`src/design/kas_pkg.sv`:
```
// Package for the keypad access sequencer: word types, codes and helpers.
`default_nettype none
package kas_pkg;

    localparam int CODE_DIGITS_DEF = 4;
    localparam int TICK_W          = 20;
    localparam int CFG_IDX_W       = 1;

    localparam logic [TICK_W-1:0] TICK_MAX      = {TICK_W{1'b1}};
    localparam logic [TICK_W-1:0] TIMEOUT_RESET = 20'd30000;
    localparam logic [TICK_W-1:0] DISPLAY_RESET = 20'd5000;

    localparam logic [CFG_IDX_W-1:0] CFG_TIMEOUT = 1'b0;
    localparam logic [CFG_IDX_W-1:0] CFG_DISPLAY = 1'b1;

    localparam logic [2:0] PH_IDLE      = 3'd0;
    localparam logic [2:0] PH_WAIT_BTN  = 3'd1;
    localparam logic [2:0] PH_ENTER     = 3'd2;
    localparam logic [2:0] PH_WAIT_CODE = 3'd3;
    localparam logic [2:0] PH_GRANTED   = 3'd4;
    localparam logic [2:0] PH_DENIED    = 3'd5;
    localparam logic [2:0] PH_ERROR     = 3'd6;

    localparam logic [2:0] LED_OFF    = 3'd0;
    localparam logic [2:0] LED_ORANGE = 3'd1;
    localparam logic [2:0] LED_GREEN  = 3'd2;
    localparam logic [2:0] LED_RED    = 3'd3;
    localparam logic [2:0] LED_BLUE   = 3'd4;

    localparam logic [1:0] SEND_NONE   = 2'd0;
    localparam logic [1:0] SEND_BUTTON = 2'd1;
    localparam logic [1:0] SEND_CODE   = 2'd2;

    localparam logic [1:0] REPLY_TRUE  = 2'd0;
    localparam logic [1:0] REPLY_FALSE = 2'd1;

    localparam logic [3:0] KEY_DIGIT_MAX = 4'd9;
    localparam logic [3:0] KEY_SUBMIT    = 4'd10;
    localparam logic [3:0] KEY_ERASE     = 4'd11;

    typedef struct packed {
        logic       button_level;
        logic       key_valid;
        logic [3:0] key_code;
        logic       reply_valid;
        logic       reply_feed;
        logic [1:0] reply_value;
        logic       send_ok;
    } in_t;

    typedef struct packed {
        logic [2:0]  phase_out;
        logic [2:0]  led_color;
        logic [1:0]  send_kind;
        logic [15:0] sent_code;
        logic [2:0]  entered_count;
    } out_t;

    function automatic logic [2:0] led_of(input logic [2:0] phase);
        logic [2:0] led;
        unique case (phase)
            PH_WAIT_BTN, PH_ENTER, PH_WAIT_CODE: led = LED_ORANGE;
            PH_GRANTED:                          led = LED_GREEN;
            PH_DENIED:                           led = LED_RED;
            PH_ERROR:                            led = LED_BLUE;
            default:                             led = LED_OFF;
        endcase
        return led;
    endfunction

    function automatic logic [2:0] reply_target(input logic [1:0] value,
                                                input logic [2:0] on_true);
        logic [2:0] target;
        priority if (value == REPLY_TRUE)
            target = on_true;
        else if (value == REPLY_FALSE)
            target = PH_DENIED;
        else
            target = PH_ERROR;
        return target;
    endfunction

endpackage
`default_nettype wire

```
`src/design/kas_cfg.sv`:
```
// Configuration registers of the keypad access sequencer.
`default_nettype none
module kas_cfg
    import kas_pkg::*;
(
    input  wire logic                 clk,
    input  wire logic                 rst_n,
    input  wire logic                 cfg_we,
    input  wire logic [CFG_IDX_W-1:0] cfg_index,
    input  wire logic [TICK_W-1:0]    cfg_data,
    output logic      [TICK_W-1:0]    timeout_ticks,
    output logic      [TICK_W-1:0]    display_ticks
);

    logic [TICK_W-1:0] timeout_reg;
    logic [TICK_W-1:0] display_reg;

    always_ff @(posedge clk or negedge rst_n)
    begin
        if (!rst_n)
        begin
            timeout_reg <= TIMEOUT_RESET;
            display_reg <= DISPLAY_RESET;
        end
        else if (cfg_we)
        begin
            unique case (cfg_index)
                CFG_TIMEOUT: timeout_reg <= cfg_data;
                CFG_DISPLAY: display_reg <= cfg_data;
                default:     display_reg <= display_reg;
            endcase
        end
    end

    assign timeout_ticks = timeout_reg;
    assign display_ticks = display_reg;

endmodule
`default_nettype wire

```
`src/design/kas_core.sv`:
```
// Phase state, elapsed counter, digit buffer and next-state logic for one word.
`default_nettype none
module kas_core
    import kas_pkg::*;
#(
    parameter int CODE_DIGITS = CODE_DIGITS_DEF
)
(
    input  wire logic              clk,
    input  wire logic              rst_n,
    input  wire logic              step,
    input  wire in_t               item,
    input  wire logic [TICK_W-1:0] timeout_ticks,
    input  wire logic [TICK_W-1:0] display_ticks,
    output out_t                   result
);

    localparam int CNT_W = $clog2(CODE_DIGITS + 1);
    localparam int IDX_W = (CODE_DIGITS > 1) ? $clog2(CODE_DIGITS) : 1;
    localparam logic [CNT_W-1:0] FULL = CNT_W'(CODE_DIGITS);

    logic [2:0]        phase_reg,  phase_next;
    logic              last_btn_reg, last_btn_next;
    logic [TICK_W-1:0] ticks_reg,  ticks_next;
    logic [CNT_W-1:0]  held_reg,   held_next;
    logic [3:0]        digit_reg [CODE_DIGITS];
    logic              digit_we;
    logic [1:0]        kind;
    logic [15:0]       code;

    always_comb
    begin
        phase_next    = phase_reg;
        last_btn_next = last_btn_reg;
        held_next     = held_reg;
        digit_we      = 1'b0;
        kind          = SEND_NONE;
        code          = 16'd0;
        ticks_next    = (ticks_reg != TICK_MAX) ? ticks_reg + 1'b1 : ticks_reg;

        if (item.reply_valid && !item.reply_feed && phase_reg == PH_WAIT_BTN)
        begin
            phase_next = reply_target(item.reply_value, PH_ENTER);
            ticks_next = '0;
            if (phase_next == PH_ENTER)
                held_next = '0;
        end
        else if (item.reply_valid && item.reply_feed && phase_reg == PH_WAIT_CODE)
        begin
            phase_next = reply_target(item.reply_value, PH_GRANTED);
            ticks_next = '0;
        end

        unique case (phase_next)
            PH_IDLE:
            begin
                if (item.button_level && !last_btn_reg)
                begin
                    kind       = SEND_BUTTON;
                    phase_next = item.send_ok ? PH_WAIT_BTN : PH_ERROR;
                    ticks_next = '0;
                end
                last_btn_next = item.button_level;
            end
            PH_WAIT_BTN, PH_WAIT_CODE:
            begin
                if (ticks_next > timeout_ticks)
                begin
                    phase_next = PH_ERROR;
                    ticks_next = '0;
                end
            end
            PH_ENTER:
            begin
                if (item.key_valid)
                begin
                    priority if (item.key_code == KEY_SUBMIT)
                    begin
                        if (held_next == FULL)
                        begin
                            for (int i = 0; i < CODE_DIGITS; i++)
                                code = {code[11:0], digit_reg[i]};
                            kind       = SEND_CODE;
                            held_next  = '0;
                            phase_next = item.send_ok ? PH_WAIT_CODE : PH_ERROR;
                            ticks_next = '0;
                        end
                    end
                    else if (item.key_code == KEY_ERASE)
                        held_next = '0;
                    else if (item.key_code <= KEY_DIGIT_MAX && held_next < FULL)
                    begin
                        digit_we  = 1'b1;
                        held_next = held_next + 1'b1;
                    end
                end
                if (phase_next == PH_ENTER && ticks_next > timeout_ticks)
                begin
                    held_next  = '0;
                    phase_next = PH_ERROR;
                    ticks_next = '0;
                end
            end
            PH_GRANTED, PH_DENIED, PH_ERROR:
            begin
                if (ticks_next >= display_ticks)
                begin
                    phase_next = PH_IDLE;
                    ticks_next = '0;
                end
            end
            default:
            begin
                phase_next = PH_IDLE;
                ticks_next = '0;
            end
        endcase
    end

    always_ff @(posedge clk or negedge rst_n)
    begin
        if (!rst_n)
        begin
            phase_reg    <= PH_IDLE;
            last_btn_reg <= 1'b0;
            ticks_reg    <= '0;
            held_reg     <= '0;
        end
        else if (step)
        begin
            phase_reg    <= phase_next;
            last_btn_reg <= last_btn_next;
            ticks_reg    <= ticks_next;
            held_reg     <= held_next;
        end
    end

    // write slot follows the count as it stood before this word
    always_ff @(posedge clk)
    begin
        if (step && digit_we)
            digit_reg[held_reg[IDX_W-1:0]] <= item.key_code;
    end

    always_comb
    begin
        result.phase_out     = phase_next;
        result.led_color     = led_of(phase_next);
        result.send_kind     = kind;
        result.sent_code     = code;
        result.entered_count = 3'(held_next);
    end

endmodule
`default_nettype wire

```
`src/design/keypad_access_sequencer.sv`:
```
// Top level of the keypad access sequencer: input and result registers, handshake.
//
//   channel  | direction | handshake            | word
//   ---------+-----------+----------------------+--------------------------
//   in       | in        | in_valid / in_stall  | in_data  (kas_pkg::in_t)
//   out      | out       | out_valid / out_stall| out_data (kas_pkg::out_t)
//   cfg      | in        | cfg_we               | cfg_index, cfg_data
//
// One word per cycle sustained while out_stall is low; one result word per input word.
// A word taken sits in the input register; its result is computed by the phase
// logic and registered into the result register once that register is free.
// Reset clears phase, counters and registers to 30000 and 5000 ticks;
// the digit buffer holds no reset value.
// out_stall holds the result word; in_stall rises only when both registers
// are full and the result is stalled.
`default_nettype none
module keypad_access_sequencer
    import kas_pkg::*;
#(
    parameter int CODE_DIGITS = CODE_DIGITS_DEF
)
(
    input  wire logic                 clk,
    input  wire logic                 rst_n,
    input  wire logic                 in_valid,
    output logic                      in_stall,
    input  wire in_t                  in_data,
    output logic                      out_valid,
    input  wire logic                 out_stall,
    output out_t                      out_data,
    input  wire logic                 cfg_we,
    input  wire logic [CFG_IDX_W-1:0] cfg_index,
    input  wire logic [TICK_W-1:0]    cfg_data
);

    logic              s1_valid_reg, s1_valid_next;
    in_t               s1_data_reg;
    logic              out_valid_reg, out_valid_next;
    out_t              out_data_reg;
    out_t              result;
    logic              advance;
    logic              in_take;
    logic              fire;
    logic [TICK_W-1:0] timeout_ticks;
    logic [TICK_W-1:0] display_ticks;

    assign advance  = !out_valid_reg || !out_stall;
    assign in_stall = s1_valid_reg && !advance;
    assign in_take  = in_valid && !in_stall;
    assign fire     = s1_valid_reg && advance;

    always_comb
    begin
        s1_valid_next = s1_valid_reg;
        if (in_take)
            s1_valid_next = 1'b1;
        else if (fire)
            s1_valid_next = 1'b0;

        out_valid_next = out_valid_reg;
        if (fire)
            out_valid_next = 1'b1;
        else if (!out_stall)
            out_valid_next = 1'b0;
    end

    always_ff @(posedge clk or negedge rst_n)
    begin
        if (!rst_n)
        begin
            s1_valid_reg  <= 1'b0;
            out_valid_reg <= 1'b0;
        end
        else
        begin
            s1_valid_reg  <= s1_valid_next;
            out_valid_reg <= out_valid_next;
        end
    end

    always_ff @(posedge clk)
    begin
        if (in_take)
            s1_data_reg <= in_data;
        if (fire)
            out_data_reg <= result;
    end

    kas_cfg u_cfg (
        .clk           (clk),
        .rst_n         (rst_n),
        .cfg_we        (cfg_we),
        .cfg_index     (cfg_index),
        .cfg_data      (cfg_data),
        .timeout_ticks (timeout_ticks),
        .display_ticks (display_ticks)
    );

    kas_core #(
        .CODE_DIGITS (CODE_DIGITS)
    ) u_core (
        .clk           (clk),
        .rst_n         (rst_n),
        .step          (fire),
        .item          (s1_data_reg),
        .timeout_ticks (timeout_ticks),
        .display_ticks (display_ticks),
        .result        (result)
    );

    assign out_valid = out_valid_reg;
    assign out_data  = out_data_reg;

endmodule
`default_nettype wire

```
`config.mk`:
```
export PLATFORM = sky130hd
export DESIGN_NAME = keypad_access_sequencer
export DESIGN_NICKNAME = d
export VERILOG_FILES = /design/src/design/kas_pkg.sv /design/src/design/kas_cfg.sv /design/src/design/kas_core.sv /design/src/design/keypad_access_sequencer.sv
export SDC_FILE = /design/constraint.sdc
export NUM_CORES = 1
export LEC_CHECK = 0
export BUFFER_PORTS_ARGS = -buffer_cell sky130_fd_sc_hd__clkbuf_2
export CAP_MARGIN = 20
export CORE_MARGIN = 2
export CORE_UTILIZATION = 35
export CTS_CLUSTER_DIAMETER = 80
export DETAILED_ROUTE_END_ITERATION = 8
export GPL_TIMING_DRIVEN = 0
export PLACE_DENSITY = 0.62
export SLEW_MARGIN = 40
export SYNTH_ARGS = -nofsm -noshare
export SYNTH_HDL_FRONTEND = slang
export SYNTH_SLANG_ARGS = --single-unit
```
`constraint.sdc`:
```
create_clock -name clk -period 4.1 [get_ports clk]
set_input_delay 0.205 -clock clk [delete_from_list [all_inputs] [get_ports clk]]
set_output_delay 0.205 -clock clk [all_outputs]
set_load 0.01 [all_outputs]
```
### Word-level counts from Yosys, hierarchy flattened

Memory sizes are Yosys's and may differ from the RTL's. A register that Yosys moved wholly into a read port is not among the register bits.
Index checks and enable logic that the tools add are counted.

| operators by class | value |
|---|---|
| reductions and logical operators | 32 |
| eq/ne operators | 22 |
| $mul | 0 |
| shift-type cells | 0 |
| add/sub/neg operators | 2 |
| bitwise logic cells | 1 |
| div/mod/pow operators | 0 |
| $lt $le $gt $ge | 5 |
| mux-type cells | 55 |

Operator list:

| kind | count |
|---|---|
| 20-bit 2-to-1 mux | 11 |
| 20-bit case mux with 4 select lines | 1 |
| 3-bit 2-to-1 mux | 24 |
| 20-bit greater-than comparator | 2 |
| 3-bit case mux with 4 select lines | 2 |
| 3-bit by 2-bit == test with 1-bit output (second input constant) | 7 |
| 3-bit == test (second input constant) | 7 |
| 20-bit by 1-bit adder with 20-bit output (second input constant) | 1 |
| 20-bit greater-or-equal comparator | 1 |
| 20-bit != test (second input constant) | 1 |
| 1-bit 2-to-1 mux | 12 |
| 1-bit logical AND | 11 |
| 1-bit logical NOT | 10 |
| 3-bit by 1-bit == test with 1-bit output (second input constant) | 3 |
| 4-bit == test (second input constant) | 2 |
| 2-bit 2-to-1 mux | 4 |
| 2-bit AND reduction | 3 |
| 3-bit OR reduction | 2 |
| 4-bit <= comparator (second input constant) | 1 |
| 2-bit case mux with 2 select lines | 1 |
| 4-bit AND reduction | 1 |
| 3-bit by 1-bit adder with 3-bit output (second input constant) | 1 |
| 3-bit logical NOT | 1 |
| 3-bit < comparator (second input constant) | 1 |
| 7 further kinds | 7 |

| storage, ports and cells | value |
|---|---|
| ROM bits | 0 |
| word-level logic and storage cells | 137 |
| memory bits (writable) | 16 |
| input bits | 37 |
| register bits | 91 |
| memories | 1 |
| latch bits | 0 |

Memory list:

| memory | depth | bits a word | read ports | clocked after Yosys merged registers in | wr ports | line | text |
|---|---|---|---|---|---|---|---|
| u_core.digit_reg | 4 | 4 | 4 | 4 | 1 | kas_core.sv:26 | `logic [3:0] digit_reg [CODE_DIGITS];` |

### Longest topological paths before layout

| logic depth | value |
|---|---|
| word-level depth | 19 |
| mapped depth | 19 |
| mapped depth without buffers | 16 |

### Hierarchy

A second synthesis with hierarchy kept.

| second synthesis, totals | value |
|---|---|
| cell total of the unflattened synthesis | 701 |
| area total of the unflattened synthesis | 7756.2 um^2 |

By module, submodules not included:

| module | area each (um^2) | instances | cells an instance | sequential area each (um^2) |
|---|---|---|---|---|
| kas_core | 4907.2 | 1 | 569 | 1156.1 |
| kas_cfg | 1615.3 | 1 | 86 | 1016.0 |
| keypad_access_sequencer | 1233.7 | 1 | 46 | 1191.1 |

### Worst setup path before layout

OpenSTA, ideal clock, no wires.

| timing | value |
|---|---|
| kind | register to register |
| start | register u_core.phase_reg[2] |
| end | register u_core.ticks_reg[11] |
| data required time | 3.999 ns |
| path buffers | 3 |
| arrival time | 3.944 ns |
| setup slack | 0.056 ns |
| setup time | 0.101 ns |
| cell stages (with the launch flop) | 19 |
| path through | dfrtp_1 and2b_1 nand3_1 nand2_1 ha_1 and4b_1 and2_1 clkbuf_1 nor3_1 ha_1 a21oi_1 o21ai_1 a221o_1 a2111oi_0 or4_4 buf_6 nand4bb_4 buf_6 o311ai_2 |

| between the ends | value |
|---|---|
| cells in the longest elaborated chain, start to end | 12 |
| elaborated cells between the ends (all ways) | 37 |
| those cells by class | 3 x order compare; 10 x eq/ne; 18 x mux; 6 x reduce/logical |

Ends and longest elaborated chain:

| item | line | text |
|---|---|---|
| start: declaration | kas_core.sv:22 | `logic [2:0] phase_reg, phase_next;` |
| start signal: assignment | kas_core.sv:131 | `phase_reg <= phase_next;` |
| 3-bit by 1-bit == test with 1-bit output or 3-bit by 2-bit == test with 1-bit output (tied branches) | kas_core.sv:41, kas_core.sv:48 |  |
| 1-bit logical AND (on tied branches) | kas_core.sv:41, kas_core.sv:48 |  |
| 3-bit 2-to-1 mux (tied with other cells) | kas_core.sv:41 | `if (item.reply_valid && !item.reply_feed && phase_reg == PH_WAIT_BTN)` |
| 3-bit == test (tied with other cells) | kas_core.sv:79 | `if (held_next == FULL)` |
| 20-bit 2-to-1 mux or 3-bit 2-to-1 mux (tied branches) | kas_core.sv:79 |  |
| 20-bit 2-to-1 mux or 3-bit 2-to-1 mux (tied branches) | kas_core.sv:77 | `priority if (item.key_code == KEY_SUBMIT)` |
| 20-bit 2-to-1 mux or 3-bit 2-to-1 mux (tied branches) | kas_core.sv:75 | `if (item.key_valid)` |
| 20-bit 2-to-1 mux or 3-bit 2-to-1 mux (tied branches) | kas_core.sv:54 | `unique case (phase_next)` |
| 20-bit greater-than comparator or 3-bit by 2-bit == test with 1-bit output (tied branches) | kas_core.sv:97 | `if (phase_next == PH_ENTER && ticks_next > timeout_ticks)` |
| 1-bit logical AND | kas_core.sv:97 |  |
| 20-bit 2-to-1 mux | kas_core.sv:97 |  |
| 20-bit case mux with 4 select lines (*) | kas_core.sv:54 |  |
| end signal: assignment | kas_core.sv:133 | `ticks_reg <= ticks_next;` |
| end: declaration | kas_core.sv:24 | `logic [TICK_W-1:0] ticks_reg, ticks_next;` |

Every way passes the cells marked *; elsewhere a longest branch is shown, timed or not. The select of a mux whose other input is x is not followed.
A chain may end at the register's enable or synchronous reset.

### Final worst setup path

| timing | value |
|---|---|
| start | register u_core.ticks_reg[13] |
| end | register u_core.ticks_reg[19] |

| between the ends | value |
|---|---|
| cells in the longest elaborated chain, start to end | 12 |
| elaborated cells between the ends (all ways) | 18 |
| those cells by class | 1 x add/sub; 3 x order compare; 1 x eq/ne; 12 x mux; 1 x reduce/logical |

Ends and longest elaborated chain:

| item | line | text |
|---|---|---|
| 20-bit by 1-bit adder with 20-bit output or 20-bit != test (tied branches) | kas_core.sv:39 | `ticks_next = (ticks_reg != TICK_MAX) ? ticks_reg + 1'b1 : ticks_reg;` |
| 20-bit 2-to-1 mux (*) | kas_core.sv:39 |  |
| 20-bit 2-to-1 mux (*) | kas_core.sv:48 | `else if (item.reply_valid && item.reply_feed && phase_reg == PH_WAIT_CODE)` |
| 20-bit 2-to-1 mux (*) | kas_core.sv:41 |  |
| 20-bit 2-to-1 mux | kas_core.sv:79 |  |
| 20-bit 2-to-1 mux | kas_core.sv:77 |  |
| 20-bit 2-to-1 mux | kas_core.sv:75 |  |
| 20-bit 2-to-1 mux | kas_core.sv:54 |  |
| 20-bit greater-than comparator | kas_core.sv:97 |  |
| 1-bit logical AND | kas_core.sv:97 |  |
| 20-bit 2-to-1 mux | kas_core.sv:97 |  |
| 20-bit case mux with 4 select lines (*) | kas_core.sv:54 |  |

Marks and branches as above.

==> metrics.md <==
| Metric | Value |
|---|---|
| Slew Viols, Final | `0` |
| Max IR drop VDD | `between 0.2 and 0.3 mV` |
| Vias | `approximately 6500` |
| Status | `complete, but fails checks` |
| Failing checks | `setup timing` |
| Yosys reg bits | `123` |
| Io pins | `66` |
| Largest net degree at the start of global routing | `65` |
| Synth Area in Compound Gates | `between 10% and 20%` |
| Initial antenna violation count | `0` |
| WL final | `around 21 mm` |
| Hold Fails Final Rpt | `0` |
| Critical path type | `flip-flop to flip-flop` |
| Critical path arrival | `about 4600 ps` |
| Post-synth cell types | `between 70 and 80` |
| Dpl cell area | `about 8300 sq um` |
| Nets | `roughly 1000` |
| R2R depth | `16` |
| Syn_nets | `approximately 840` |
| Die width | `152 um` |
| Final total power | `~4.6 mW` |
| EDFF count, synth | `54` |
| Mean Syn Cell Area | `~10 sq um` |
| Fill count | `roughly 2000` |
| Rel. slew slack | `57.1%` |
| Starting Density | `35.3%` |
| IO buf count | `between 60 and 70` |
| Peak fanout along the critical path | `5` |
| Capturing point of the worst reg2reg path | `u_core.ticks_reg[19]` |
| GRT overflow | `0` |
| CTS tree | `built` |
| Placer Congestion | `0.903` |
| Layout Skew | `slightly below 8 ps` |
| GRT Total Usage | `18.4%` |
| Hold endpoint | `u_cfg.timeout_ticks[13]` |
| Root Driver | `clkbuf_16` |
| Worst-path clk slew | `roughly 70 ps` |
| Worst-margin pin slew | `around 640 ps` |
| First-pass GRT wire length | `about 33 mm` |
| Hold depth | `3` |
| Hold Startpoint | `cfg_data[13]` |
| # placed instances | `around 1100` |
| Static Leak | `about 4.3 nW` |
| # diodes | `0` |
| Post-synthesis sequential area ratio | `approximately 44%` |
| Worst reg2reg path startpoint | `u_core.ticks_reg[13]` |
| Top FF cell, synth | `dfrtp_1` |
| Largest register FFs | `27` |
| ANT nets after route | `0` |
| Worst Hold Class | `primary input to flip-flop` |
| Multi-input gate area | `about 4400 sq um` |
| Simple-gate portion of the synthesized area | `18.1%` |
| Register area | `between 3000 and 4000 sq um` |
| Unrepaired setup endpoints after global routing | `true` |
| Post-layout util | `between 40 and 50%` |
| TritonCTS buffer count | `17` |
| Max frequency | `234 MHz` |
| Main combinational cell family by area after synthesis | `simple AND/OR/NAND/NOR gates` |
| DIE HEIGHT | `around 150 um` |
| Post-Syn Area | `7630 sq um` |
| Sink Count | `about 120` |
| Final worst path period need | `4270 ps` |
| Fin crit share | `104%` |
| Pre-CTS setup slack | `-1030 ps` |
| Pwr dens | `approximately 460 nW/um^2` |
| Mux contribution to synthesized area | `4.12%` |
| Warnings from Yosys | `0` |
| Critical Path End Type | `flip-flop` |
| Post-synthesis adder-cell area fraction | `about 10%` |
| Synth Area in XOR/XNOR | `1.61%` |
| Design Area, Final | `roughly 10000 sq um` |
| Vias in the first global route | `between 6000 and 7000` |
| Final setup fails | `31` |
| Core area | `21600 sq um` |
| Non-Filler Instances | `1191` |
| Drt first pass iters | `6` |
| Layout cells sized above 1 | `34.6%` |
| H-tree Lvls | `4` |
| DRT iter0 DRCs | `~490` |
| Drt wl/cell | `about 18 um` |
| Row cnt | `54` |
| Reg2reg setup slack | `-170 ps` |
| Post-DP HPWL | `between 10 and 15 mm` |
| Max clock buf depth | `2` |
| Post-synthesis cell count | `between 700 and 800` |
| Vias/cell | `5.44` |
| Fraction of registers with async set or reset after synthesis | `56.1%` |
| DRC Markers | `0` |
| Clock latency on the worst-skew pair | `between 400 and 500 ps` |
| P&R area growth vs syn | `32.4%` |
| CP Launch Type | `flip-flop` |
| Critical path data required time | `between 4000 and 5000 ps` |
| Die area | `~23000 sq um` |
| Final worst slack | `-172 ps` |
| Max capacitance violation total | `0` |
## kinds of logic after synthesis
kind of cell / count (synthesis)
XOR/XNOR: 14
multiplexers: 28
adder cells (fa/ha/maj): 63
AO/OA/AOI/OAI: 177
AND/OR/NAND/NOR: 252
buffers and inverters: 85
flip-flops: 123
## area by class of cell
class	count	share of cell area (%)
Buffer	32	2.13
Clock inverter	15	1.46
Multi-Input combinational cell	534	43.1
Sequential cell	123	33.4
Clock buffer	17	4.21
Inverter	51	1.93
Timing Repair Buffer	139	10.4
Tap cell	280	3.47
## placed cells by master, fill, tap and decap left out, types with 8 or more instances in the layout
cell type,instances
nor3_1,15
inv_1,47
o21ai_1,8
mux2_2,22
a21oi_1,26
nand3_1,21
nand4_1,15
buf_4,46
o21ai_0,43
and3_1,20
clkbuf_2,69
and4_1,9
nor2_1,19
ha_1,56
edfxtp_1,54
nor2_2,10
clkbuf_1,13
dlygate4sd3_1,22
o211ai_2,18
nand2_1,78
dfrtp_1,52
dfstp_2,12
and2_1,9
o211ai_1,21
xnor2_1,10
clkbuf_16,17
nor2b_1,9
## metrics by stage
| stage | hold WS [ps] | setup TNS, ps |
|---|---|---|
| after floorplan | -90.6 | 0 |
| after global placement | 384 | -35560 |
| after detailed placement | 32.7 | -30040 |
| after CTS | 3.22 | -2780 |
| after global routing | 14.6 | -7670 |
| final | 5.53 | -3840 |
## synthesized netlist by cell type (7+ instances only)
| cell | number | area share, % |
|---|---|---|
| nand2_1 | 81 | 4.0 |
| ha_1 | 63 | 10 |
| dfrtp_1 | 57 | 19 |
| edfxtp_1 | 54 | 21 |
| o21ai_0 | 50 | 3.3 |
| inv_1 | 49 | 2.4 |
| a21oi_1 | 33 | 2.2 |
| nor2_1 | 31 | 1.5 |
| clkbuf_1 | 24 | 1.2 |
| mux2_2 | 23 | 3.4 |
| nand3_1 | 22 | 1.4 |
| nor3_1 | 22 | 1.4 |
| o211ai_1 | 21 | 2.1 |
| and3_1 | 20 | 1.6 |
| o211ai_2 | 18 | 3.0 |
| nand4_1 | 15 | 1.2 |
| dfstp_2 | 12 | 4.1 |
| and2_1 | 11 | 0.90 |
| and4_1 | 10 | 1.1 |
| xnor2_1 | 10 | 1.1 |
| nor2b_1 | 9 | 0.74 |
| o21ai_1 | 7 | 0.46 |
## layer usage
layer | vias up | part of all wire [%] | track usage [%]
met5 | - | 0 | 0
met4 | 0 | 4.7 | 8.75
met3 | 83 | 5.5 | 4.16
met2 | 239 | 48 | 30.0
met1 | 3086 | 42 | 23.0
li1 | 3067 | - | -
## repair_timing
action | in CTS | in global routing
hold buffers | 22 | 0
resized for setup | 79 | 58
cloned | 3 | 0
hold endpoints to repair | 78 | 0
pin swaps | 45 | 23
setup buffers | 38 | 14
endpoints found under the setup margin | 35 | 35
## worst max-delay path, stage by stage (launching register included)
cell and delay, ps:
dfrtp_1 430, nand4_1 230, nor4_4 490, buf_6 190
a41oi_2 110, a311oi_2 280, buf_4 190, ha_4 210
a21oi_2 120, nand2_1 60, a221o_1 370, or3_4 370
a221o_1 390, nand4bb_4 290, buf_12 190, buf_16 130
o211ai_2 130
## worst max path at each step
stage                                end            startpoint  depth (start not counted)  slack [ps]
finish              u_core.ticks_reg[19]  u_core.ticks_reg[13]                         16        -170
global route        u_core.ticks_reg[17]  u_core.ticks_reg[13]                         16        -300
CTS                 u_core.ticks_reg[10]   u_core.ticks_reg[1]                         17        -140
detailed placement  u_core.ticks_reg[13]   u_core.phase_reg[2]                         17       -1030
global placement            out_data[23]   u_core.phase_reg[2]                         16       -1210
floorplan           u_core.ticks_reg[11]   u_core.phase_reg[2]                         18          60
## power breakdown
group,internal [mW],leakage [nW],switching (mW)
combinational,0.664,2.72,0.913
sequential,1.47,1.34,0.0996
clock,0.808,0.274,0.661
(Power assumes the default switching activity.)
